File: src/hdl/ssort_pkg.sv
// Shared constants and types for the selection sort engine.
// Depends on nothing; in hdl, only selection_sort_engine imports it.
`timescale 1ns / 1ps

package ssort_pkg;

  // Store geometry.
  localparam int DEPTH  = 64;
  localparam int DATA_W = 32;
  localparam int ADDR_W = $clog2(DEPTH);
  localparam int CNT_W  = $clog2(DEPTH + 1);

  // Count-width forms of the store depth, of one and of two.
  localparam logic [CNT_W-1:0] DEPTH_CNT = CNT_W'(DEPTH);
  localparam logic [CNT_W-1:0] ONE_CNT   = CNT_W'(1);
  localparam logic [CNT_W-1:0] TWO_CNT   = CNT_W'(2);

  // Sequencer states.
  typedef enum logic [2:0] {
    S_IDLE,   // collecting values
    S_LOAD,   // read the element at the current position
    S_FIRST,  // capture it as the running minimum, start the scan
    S_SCAN,   // one compare per cycle against the running minimum
    S_SWAP1,  // write the minimum into the current position
    S_SWAP2,  // write the displaced value where the minimum was
    S_EMIT    // read out the sorted set, one result per cycle
  } state_t;

endpackage

File: src/hdl/ssort_ram.sv
// Generic single-write, single-read RAM with a registered read port.
// Depends on nothing.
`timescale 1ns / 1ps

module ssort_ram #(
  parameter int WIDTH = 32,
  parameter int DEPTH = 64
) (
  input  logic                     clk,
  input  logic                     we,
  input  logic [$clog2(DEPTH)-1:0] waddr,
  input  logic [WIDTH-1:0]         wdata,
  input  logic                     re,
  input  logic [$clog2(DEPTH)-1:0] raddr,
  output logic [WIDTH-1:0]         rdata
);

  logic [WIDTH-1:0] mem [DEPTH];
  logic [WIDTH-1:0] rdata_r;

  // Write port and registered read port.
  always_ff @(posedge clk) begin
    if (we) begin
      mem[waddr] <= wdata;
    end
    if (re) begin
      rdata_r <= mem[raddr];
    end
  end

  assign rdata = rdata_r;

endmodule

File: src/hdl/selection_sort_engine.sv
// Selection sort engine: collects a set of signed values and emits them sorted.
// Sorting after the last value of a set runs one compare per cycle through the single
// store read port, then the stored values come out on consecutive cycles. Throughput is
// one set at a time; busy is high from the last value until the final read is issued.
// Values are taken while collecting, whenever start is high.
// Synchronous active-low reset empties the set; store contents are kept and unused.
// Depends on ssort_pkg and ssort_ram.
`timescale 1ns / 1ps

module selection_sort_engine
  import ssort_pkg::*;
(
  input  logic                     clk,
  input  logic                     rst_n,
  input  logic                     start,
  output logic                     busy,
  input  logic signed [DATA_W-1:0] in_value,
  input  logic                     in_last,
  output logic                     out_strobe,
  output logic signed [DATA_W-1:0] out_sorted_value,
  output logic                     out_final_res,
  output logic                     out_overflow
);

  state_t state_r, state_nxt;

  logic [CNT_W-1:0]  count_r, count_nxt;
  logic              drop_r, drop_nxt;
  logic [CNT_W-1:0]  pos_r, pos_nxt;
  logic [CNT_W-1:0]  scan_r, scan_nxt;
  logic [CNT_W-1:0]  rd_idx_r, rd_idx_nxt;
  logic [CNT_W-1:0]  best_idx_r, best_idx_nxt;
  logic signed [DATA_W-1:0] best_val_r, best_val_nxt;
  logic signed [DATA_W-1:0] pos_val_r, pos_val_nxt;
  logic              out_strobe_r, out_strobe_nxt;
  logic              out_final_r, out_final_nxt;
  logic              out_ovf_r, out_ovf_nxt;

  logic                     ram_we;
  logic [ADDR_W-1:0]        ram_waddr;
  logic [DATA_W-1:0]        ram_wdata;
  logic                     ram_re;
  logic [ADDR_W-1:0]        ram_raddr;
  logic [DATA_W-1:0]        ram_rdata;
  logic signed [DATA_W-1:0] rd_val;

  logic             accept;
  logic             has_room;
  logic [CNT_W-1:0] count_after;
  logic [CNT_W-1:0] pos_inc;
  logic             more_pos;
  logic             emit_last;

  assign accept      = start && (state_r == S_IDLE);
  assign has_room    = (count_r < DEPTH_CNT);
  assign count_after = has_room ? count_r + ONE_CNT : count_r;
  assign pos_inc     = pos_r + ONE_CNT;
  // Another position remains when at least two elements are left after it.
  assign more_pos    = (pos_inc + ONE_CNT) < count_r;
  assign emit_last   = (pos_inc == count_r);
  assign rd_val      = signed'(ram_rdata);

  // Element store.
  ssort_ram #(
    .WIDTH (DATA_W),
    .DEPTH (DEPTH)
  ) u_store (
    .clk   (clk),
    .we    (ram_we),
    .waddr (ram_waddr),
    .wdata (ram_wdata),
    .re    (ram_re),
    .raddr (ram_raddr),
    .rdata (ram_rdata)
  );

  // Next-state logic of the sequencer.
  always_comb begin
    state_nxt = state_r;
    case (state_r)
      S_IDLE: begin
        if (accept && in_last) begin
          state_nxt = (count_after >= TWO_CNT) ? S_LOAD : S_EMIT;
        end
      end
      S_LOAD:  state_nxt = S_FIRST;
      S_FIRST: state_nxt = S_SCAN;
      S_SCAN: begin
        if (scan_r >= count_r) begin
          state_nxt = S_SWAP1;
        end
      end
      S_SWAP1: begin
        if (best_idx_r != pos_r) begin
          state_nxt = S_SWAP2;
        end else begin
          state_nxt = more_pos ? S_LOAD : S_EMIT;
        end
      end
      S_SWAP2: state_nxt = more_pos ? S_LOAD : S_EMIT;
      S_EMIT: begin
        if (emit_last) begin
          state_nxt = S_IDLE;
        end
      end
      default: state_nxt = S_IDLE;
    endcase
  end

  // Datapath control: store ports, counters, running minimum and results.
  always_comb begin
    count_nxt      = count_r;
    drop_nxt       = drop_r;
    pos_nxt        = pos_r;
    scan_nxt       = scan_r;
    rd_idx_nxt     = rd_idx_r;
    best_idx_nxt   = best_idx_r;
    best_val_nxt   = best_val_r;
    pos_val_nxt    = pos_val_r;
    out_strobe_nxt = 1'b0;
    out_final_nxt  = out_final_r;
    out_ovf_nxt    = out_ovf_r;
    ram_we         = 1'b0;
    ram_waddr      = count_r[ADDR_W-1:0];
    ram_wdata      = in_value;
    ram_re         = 1'b0;
    ram_raddr      = pos_r[ADDR_W-1:0];
    case (state_r)
      S_IDLE: begin
        // Store the value while there is room, otherwise note the drop.
        if (accept) begin
          ram_we    = has_room;
          count_nxt = count_after;
          drop_nxt  = drop_r || !has_room;
          pos_nxt   = '0;
        end
      end
      S_LOAD: begin
        ram_re   = 1'b1;
        scan_nxt = pos_inc;
      end
      S_FIRST: begin
        // The element at the position is the first candidate minimum.
        best_val_nxt = rd_val;
        best_idx_nxt = pos_r;
        pos_val_nxt  = rd_val;
        ram_re       = 1'b1;
        ram_raddr    = scan_r[ADDR_W-1:0];
        rd_idx_nxt   = scan_r;
        scan_nxt     = scan_r + ONE_CNT;
      end
      S_SCAN: begin
        // Compare the returning element, and keep the read pipeline full.
        if (rd_val < best_val_r) begin
          best_val_nxt = rd_val;
          best_idx_nxt = rd_idx_r;
        end
        if (scan_r < count_r) begin
          ram_re     = 1'b1;
          ram_raddr  = scan_r[ADDR_W-1:0];
          rd_idx_nxt = scan_r;
          scan_nxt   = scan_r + ONE_CNT;
        end
      end
      S_SWAP1: begin
        if (best_idx_r != pos_r) begin
          ram_we    = 1'b1;
          ram_waddr = pos_r[ADDR_W-1:0];
          ram_wdata = best_val_r;
        end else begin
          pos_nxt = more_pos ? pos_inc : '0;
        end
      end
      S_SWAP2: begin
        ram_we    = 1'b1;
        ram_waddr = best_idx_r[ADDR_W-1:0];
        ram_wdata = pos_val_r;
        pos_nxt   = more_pos ? pos_inc : '0;
      end
      S_EMIT: begin
        // Each read returns the next result on the following cycle.
        ram_re         = 1'b1;
        out_strobe_nxt = 1'b1;
        out_final_nxt  = emit_last;
        out_ovf_nxt    = drop_r;
        pos_nxt        = pos_inc;
        if (emit_last) begin
          count_nxt = '0;
          drop_nxt  = 1'b0;
        end
      end
      default: begin
        count_nxt = count_r;
      end
    endcase
  end

  // Control registers.
  always_ff @(posedge clk) begin
    if (!rst_n) begin
      state_r      <= S_IDLE;
      count_r      <= '0;
      drop_r       <= 1'b0;
      out_strobe_r <= 1'b0;
    end else begin
      state_r      <= state_nxt;
      count_r      <= count_nxt;
      drop_r       <= drop_nxt;
      out_strobe_r <= out_strobe_nxt;
    end
  end

  // Datapath registers.
  always_ff @(posedge clk) begin
    pos_r      <= pos_nxt;
    scan_r     <= scan_nxt;
    rd_idx_r   <= rd_idx_nxt;
    best_idx_r <= best_idx_nxt;
    best_val_r <= best_val_nxt;
    pos_val_r  <= pos_val_nxt;
    out_final_r <= out_final_nxt;
    out_ovf_r  <= out_ovf_nxt;
  end

  assign busy             = (state_r != S_IDLE);
  assign out_strobe       = out_strobe_r;
  assign out_sorted_value = rd_val;
  assign out_final_res    = out_final_r;
  assign out_overflow     = out_ovf_r;

  // The element count never passes the store depth.
  a_count_bound: assert property (@(posedge clk) disable iff (!rst_n)
    count_r <= DEPTH_CNT)
    else $error("element count exceeds store depth");

  // A sort or emission only runs on a nonempty set.
  a_busy_nonempty: assert property (@(posedge clk) disable iff (!rst_n)
    busy |-> (count_r != '0))
    else $error("sequencer busy with an empty set");

  // The engine only leaves collection after a transaction marked last.
  a_busy_cause: assert property (@(posedge clk) disable iff (!rst_n)
    $rose(busy) |-> $past(start && in_last))
    else $error("sequencer started without a last value");

  // Scan reads stay inside the stored set and after the current position.
  a_scan_range: assert property (@(posedge clk) disable iff (!rst_n)
    (state_r == S_SCAN) |-> (rd_idx_r < count_r) && (rd_idx_r > pos_r))
    else $error("scan index outside the unsorted range");

  // The final result is followed by collection, never by another result.
  a_final_idle: assert property (@(posedge clk) disable iff (!rst_n)
    (out_strobe && out_final_res) |-> (state_r == S_IDLE))
    else $error("emission continued past the final result");

endmodule

File: config.mk
export PLATFORM = sky130hd
export DESIGN_NAME = selection_sort_engine
export DESIGN_NICKNAME = d
export VERILOG_FILES = /design/src/hdl/ssort_pkg.sv /design/src/hdl/ssort_ram.sv /design/src/hdl/selection_sort_engine.sv
export SDC_FILE = /design/constraint.sdc
export NUM_CORES = 2
export LEC_CHECK = 0
export BUFFER_PORTS_ARGS = -buffer_cell sky130_fd_sc_hd__buf_2
export CORE_ASPECT_RATIO = 1.1
export CORE_MARGIN = 10
export CORE_UTILIZATION = 55
export DETAILED_ROUTE_END_ITERATION = 10
export PLACE_DENSITY_LB_ADDON = 0.3
export SYNTH_ARGS = -nofsm -noshare
export SYNTH_HDL_FRONTEND = slang
export SYNTH_SLANG_ARGS = --single-unit
File: constraint.sdc
create_clock -name clk -period 7.4 [get_ports clk]
set_input_delay 1.48 -clock clk [delete_from_list [all_inputs] [get_ports clk]]
set_output_delay 1.48 -clock clk [all_outputs]
set_load 0.05 [all_outputs]
# Yosys cells after proc, flatten, opt, wreduce, memory -nomap -nowiden
# Memory sizes are Yosys's and may differ from the RTL's. A register that Yosys moved wholly into a read port is not among the register bits.
# Index checks and enable logic that the tools add are counted.
dict set report classes {
  muxes 40
  eq_ne 15
  reduce_logical 17
  n_addsub 4
  magnitude_cmp 6
}
# cell n
set op_table {}
lappend op_table {{32-bit case mux with 2 select lines} 2}
lappend op_table {{32-bit two-way mux} 2}
lappend op_table {{7-bit two-way mux} 9}
lappend op_table {{7-bit case mux with 2 select lines} 3}
lappend op_table {{32-bit < comparator} 1}
lappend op_table {{7-bit by 1-bit adder with 7-bit output, second input constant} 4}
lappend op_table {{7-bit case mux with 4 select lines} 1}
lappend op_table {{6-bit case mux with 2 select lines} 2}
lappend op_table {{3-bit case mux with 7 select lines} 1}
lappend op_table {{7-bit case mux with 3 select lines} 1}
lappend op_table {{3-bit two-way mux} 6}
lappend op_table {{7-bit < comparator} 2}
lappend op_table {{6-bit two-way mux} 2}
lappend op_table {{2-bit != test, second input constant} 6}
lappend op_table {{3-bit equality test, second input constant} 3}
lappend op_table {{3-bit AND reduction} 3}
lappend op_table {{1-bit two-way mux} 8}
lappend op_table {{7-bit equality test} 1}
lappend op_table {{7-bit by 2-bit greater-or-equal comparator with 1-bit output, second input constant} 1}
lappend op_table {{7-bit greater-or-equal comparator} 1}
lappend op_table {{7-bit < comparator, second input constant} 1}
lappend op_table {{7-bit != test} 1}
lappend op_table {{3-bit by 2-bit equality test with 1-bit output, second input constant} 2}
lappend op_table {{2-bit AND reduction} 3}
lappend op_table {{12 further kinds} 16}
dict set report word_totals {
  input_bits 36
  n_memories 1
  register_bits 106
  ramBits 2048
  wordCells 95
}
# name depth width read_ports rd_ports_with_merged_regs write_ports line_no
set mem_list {}
lappend mem_list {u_store.mem 64 32 1 1 1 ssort_ram.sv:18} ;# logic [WIDTH-1:0] mem [DEPTH];

# Logic depth before layout (Yosys ltp)
dict set report depth {
  word_depth 6
  ltp_mapped 18
  ltp_nobuf 14
}

# Modules after synthesis
# From an unflattened synthesis, not the netlist that was laid out.
dict set report unflattened {
  cells_unflattened 3922
  area_unflattened_um2 85411.9
}
# module cells_per_inst seq_area_each_um2 n_inst area_each_um2
set by_module_without_submodules {}
lappend by_module_without_submodules {ssort_ram 3324 62459.9 1 78835.6}
lappend by_module_without_submodules {selection_sort_engine 598 3062.9 1 6576.3}

# Worst setup path before layout
# OpenSTA, ideal clock, no wires.
dict set report synth_timing {
  kind {register -> register}
  start {register u_store.rdata_r[1], in the netlist u_store.rdata[1] (read register of u_store.mem)}
  end {register best_idx_r[0] (enable)}
  stages_incl_launch_ff 11
  path_slack_ps 1953
  arrival_time_ps 4958
  period_less_slack_ps 5447
  setup_ps 489
  cell_sequence {edfxtp_1 -> ha_1 -> a21o_1 -> a21o_1 -> a21o_1 -> a21o_1 -> a21oi_1 -> nor2b_1 -> o311ai_0 -> a211oi_1 -> o21ai_0}
}
dict set report synth_via {
  elab_chain_cells 3
}
# item line_no
set synth_rtl {}
lappend synth_rtl {{from (decl)} ssort_ram.sv:19} ;# logic [WIDTH-1:0] rdata_r;
lappend synth_rtl {{32-bit < comparator} selection_sort_engine.sv:154} ;# if (rd_val < best_val_r) begin
lappend synth_rtl {{2-bit != test (no source line)} --}
lappend synth_rtl {{2-bit AND reduction (no source line)} --}
lappend synth_rtl {{to (signal assigned)} selection_sort_engine.sv:218} ;# best_idx_r <= best_idx_nxt;
lappend synth_rtl {{to (decl)} selection_sort_engine.sv:32} ;# logic [CNT_W-1:0] best_idx_r, best_idx_nxt;
# Every way passes these cells.
# A chain may end at the register's enable or synchronous reset.

# Worst setup path in the final report
dict set report layout_timing {
  start {register pos_r[2]}
  end {memory u_store.mem[57][28] (enable)}
}
dict set report layout_via {
  elab_chain_cells 5
}
# item line_no
set layout_rtl {}
lappend layout_rtl {{from (decl)} selection_sort_engine.sv:29} ;# logic [CNT_W-1:0] pos_r, pos_nxt;
lappend layout_rtl {{from (signal assigned)} selection_sort_engine.sv:215} ;# pos_r <= pos_nxt;
lappend layout_rtl {{7-bit != test} selection_sort_engine.sv:166} ;# if (best_idx_r != pos_r) begin
lappend layout_rtl {{1-bit two-way mux} selection_sort_engine.sv:166}
lappend layout_rtl {{1-bit case mux with 3 select lines} selection_sort_engine.sv:128} ;# case (state_r)
lappend layout_rtl {{1-bit two-way mux} ssort_ram.sv:23} ;# if (we) begin
lappend layout_rtl {{1-bit two-way mux (not written as such)} ssort_ram.sv:24} ;# mem[waddr] <= wdata;
lappend layout_rtl {{to (decl)} ssort_ram.sv:18}
# Parallel ways exist; a longest one is shown, timed or not.

==> reports/metrics.csv <==
metric;value;unit
slew_headroom;3.771;%
power_density;449.7;mW/mm^2
synth_cell_type_count;74;
die_x;398.2;um
grt_pass1_wl;347.6;mm
cp_slowest_cell;nor2_4;
path_cells;xor2_1 -> nor4_1 -> nand4_1 -> o211ai_1 -> a22oi_1 -> o21ai_0 -> buf_4 -> nand3_1 -> nor2_4;
fin_tns_setup;0;ns
worst_ir_drop_vdd;469.1;uV
multi_input_area;0.01958;mm^2
grt_overflow;0;
ys.warnings.count;0;
synth-edff-count;2174;
routedWlPerCell;34.07;um
via_count;48680;
period_minus_slack;5.728;ns
ys_seq_elements;2186;
ant_nets;0;
dieArea;0.1736;mm^2
hold_path_class;flop to flop;
tightest_slew;1.443;ns
grt_usage;27.80;%
cts_tree;yes;
coreArea;0.1561;mm^2
fill_cells;10700;
power_leakage;32.01;nW
status;completed;
cts_made_buffers;205;
fmax;0.1746;GHz
hold_viol_final;0;
crit_arrival;6.18;ns
cts_resized;0;
grt_pass1_vias;47290;
layout_commonest_cell;edfxtp_1;
setup_viol;0;
clock_path_buffers;3;
viasPerCell;6.759;
syn_inst;4754;
final_nets;5029;
synthToLayoutAreaGrowth;11.64;%
synth_ff_type;edfxtp_1;
slew_viol_final;0;
grt_max_degree;86;
path_max_fanout;32;
final_cells;7202;
ios;72;
path_clk_slew;0.06;ns
clock_latency;0.87;ns
critPathRequiredTime;7.86;ns
drc;0;
grt_antenna_before_repair;13;
period_share;77.40;%
row_count;152;
cpPeakStageDelay;1.39;ns
synth-async-reset-ratio;0;%
postCtsSetupRepairBufs;0;
drtIter0Drc;7641;
firstDrtPassIters;8;
wl;245.4;mm
rsz0062_at_grt;false;
synthesis.area;0.08652;mm^2
htree_levels;4;
syn_nets;4839;
startpoint_type;flop;
dp_hpwl;144.1;mm
seqCellArea;0.06552;mm^2
critPathKind;flop to flop;
clock_sinks;2186;
drive_gt1_share;18.42;%
port_buffers;71;
die_h;436.0;um
critPathBufInv;1;
layout_common_cells;2174 x edfxtp_1, 370 x mux2i_1, 322 x nand2_1;
path_delay_family;simple AND/OR/NAND/NOR gates;
dp_cells;6816;
ctsHoldBuffers;0;
p_total;0.04344;W
finClkSkew;0.05834;ns
synth.avg_cell_area;18.20;um^2
gp_congestion;0.8817;
maxCapViolCount;0;
start_util;55.41;%
cts_root_buffer;clkbuf_16;
endpoint_kind;flop;
ys_seq_area_share;75.73;%
cell usage after synthesis, types with 9 or more instances:
| master | n | area share (%) |
|---|---|---|
| a21o_1 | 12 | 0.10 |
| a21oi_1 | 257 | 1.5 |
| o21ai_0 | 48 | 0.28 |
| nand2_1 | 325 | 1.4 |
| o221ai_1 | 171 | 1.7 |
| edfxtp_1 | 2174 | 75 |
| o21ai_1 | 35 | 0.20 |
| buf_2 | 69 | 0.40 |
| a22oi_1 | 10 | 0.087 |
| nor2_1 | 166 | 0.72 |
| a222oi_1 | 36 | 0.42 |
| a31oi_1 | 25 | 0.18 |
| ha_1 | 49 | 0.71 |
| or3_1 | 12 | 0.087 |
| a32oi_1 | 12 | 0.12 |
| o22ai_1 | 73 | 0.53 |
| buf_4 | 31 | 0.27 |
| dfxtp_1 | 12 | 0.28 |
| clkbuf_1 | 97 | 0.42 |
| buf_1 | 21 | 0.091 |
| mux4_2 | 261 | 6.8 |
| nand4_1 | 11 | 0.080 |
| nand3_1 | 61 | 0.35 |
| o21a_1 | 9 | 0.078 |
| buf_6 | 47 | 0.61 |
| xor2_1 | 12 | 0.12 |
| inv_1 | 76 | 0.33 |
| nor2b_1 | 19 | 0.14 |
| mux2_2 | 15 | 0.20 |
| nor3_1 | 93 | 0.54 |
| xnor2_1 | 21 | 0.21 |
| mux2i_1 | 372 | 4.3 |
state kept, by name (all words and copies together), names as in the netlist, 3 cells and up:
signal,flops
best_val_r,32
state_r,3
pos_r,7
rd_idx_r,7
u_store.mem,2048
best_idx_r,7
pos_val_r,32
scan_r,7
u_store.rdata,32
count_r,7
area by class of cell:
cell class	instances	share of cell area [%]
inverters	77	0.2992
repair buffers	257	2.150
clock inverters	133	1.260
flip-flops and latches	2186	67.84
multi-input cells	2217	20.27
well taps	2079	2.693
diodes	4	0.01036
clock buffers	249	5.482
worst reg2reg max path, delay by kind of cell, from the launching register on:
family / cells / cell delay, ns
AND/OR/NAND/NOR: 4 / 2.79
AO/OA/AOI/OAI: 3 / 1.36
flip-flops: 1 / 0.63
buffers and inverters: 1 / 0.27
XOR/XNOR: 1 / 0.26
per-stage QoR:
| step | area [um^2] | utilization, % | worst slack [ns] | hold slack, ns |
|---|---|---|---|---|
| 2_1_floorplan | 86520 | - | 1.953 | 0.4090 |
| 3_3_place_gp | 90070 | 57.68 | 1.853 | 0.4267 |
| 3_5_place_dp | 90070 | 57.68 | 1.787 | 0.4242 |
| 4_1_cts | 96580 | 61.85 | 1.753 | 0.4412 |
| 5_1_grt | 96580 | 61.86 | 1.388 | 0.4585 |
| 6_report | 96590 | 61.86 | 1.672 | 0.4434 |
metal layers:
metal  vias to the layer above  wire [um]  track usage, %  share of wire (%)
met3                       614      28520           6.069                 12
met1                     24820      89110           37.66                 36
met2                      3551     114300           42.84                 47
met4                         4      13400           13.62                5.5
met5                         -         23               0             0.0094
li1                      19680          -               -                  -
report_power, final:
group	switching (W)	internal [W]	total, W
Clock	0.00460	0.00567	0.0103
Sequential	0.000507	0.0158	0.0163
Combinational	0.0116	0.00523	0.0168
cells by family (layout without fill, tap and decap cells):
| logic type | Yosys count | count (layout) | synth area share, % |
|---|---|---|---|
| AO/OA/AOI/OAI | 757 | 757 | 5.924 |
| other | 0 | 4 | 0 |
| XOR/XNOR | 33 | 33 | 0.3341 |
| multiplexers | 653 | 653 | 11.37 |
| AND/OR/NAND/NOR | 725 | 725 | 3.629 |
| buffers and inverters | 351 | 716 | 2.299 |
| flip-flops | 2186 | 2186 | 75.73 |
| adder cells (fa/ha/maj) | 49 | 49 | 0.7086 |
worst paths after layout:
| kind | slack, ns | from | cells after the start | end |
|---|---|---|---|---|
| hold / removal | 0.44 | drop_r$_SDFFE_PN0P_ | 0 | out_overflow$_DFFE_PP_ |
| setup reg to reg | 1.67 | pos_r[2]$_DFFE_PP_ | 9 | u_store.mem[57][28]$_DFFE_PP_ |
| hold reg to reg | 0.44 | drop_r$_SDFFE_PN0P_ | 0 | out_overflow$_DFFE_PP_ |
| setup / recovery | 1.67 | pos_r[2]$_DFFE_PP_ | 9 | u_store.mem[57][28]$_DFFE_PP_ |
(Power assumes the default switching activity.)
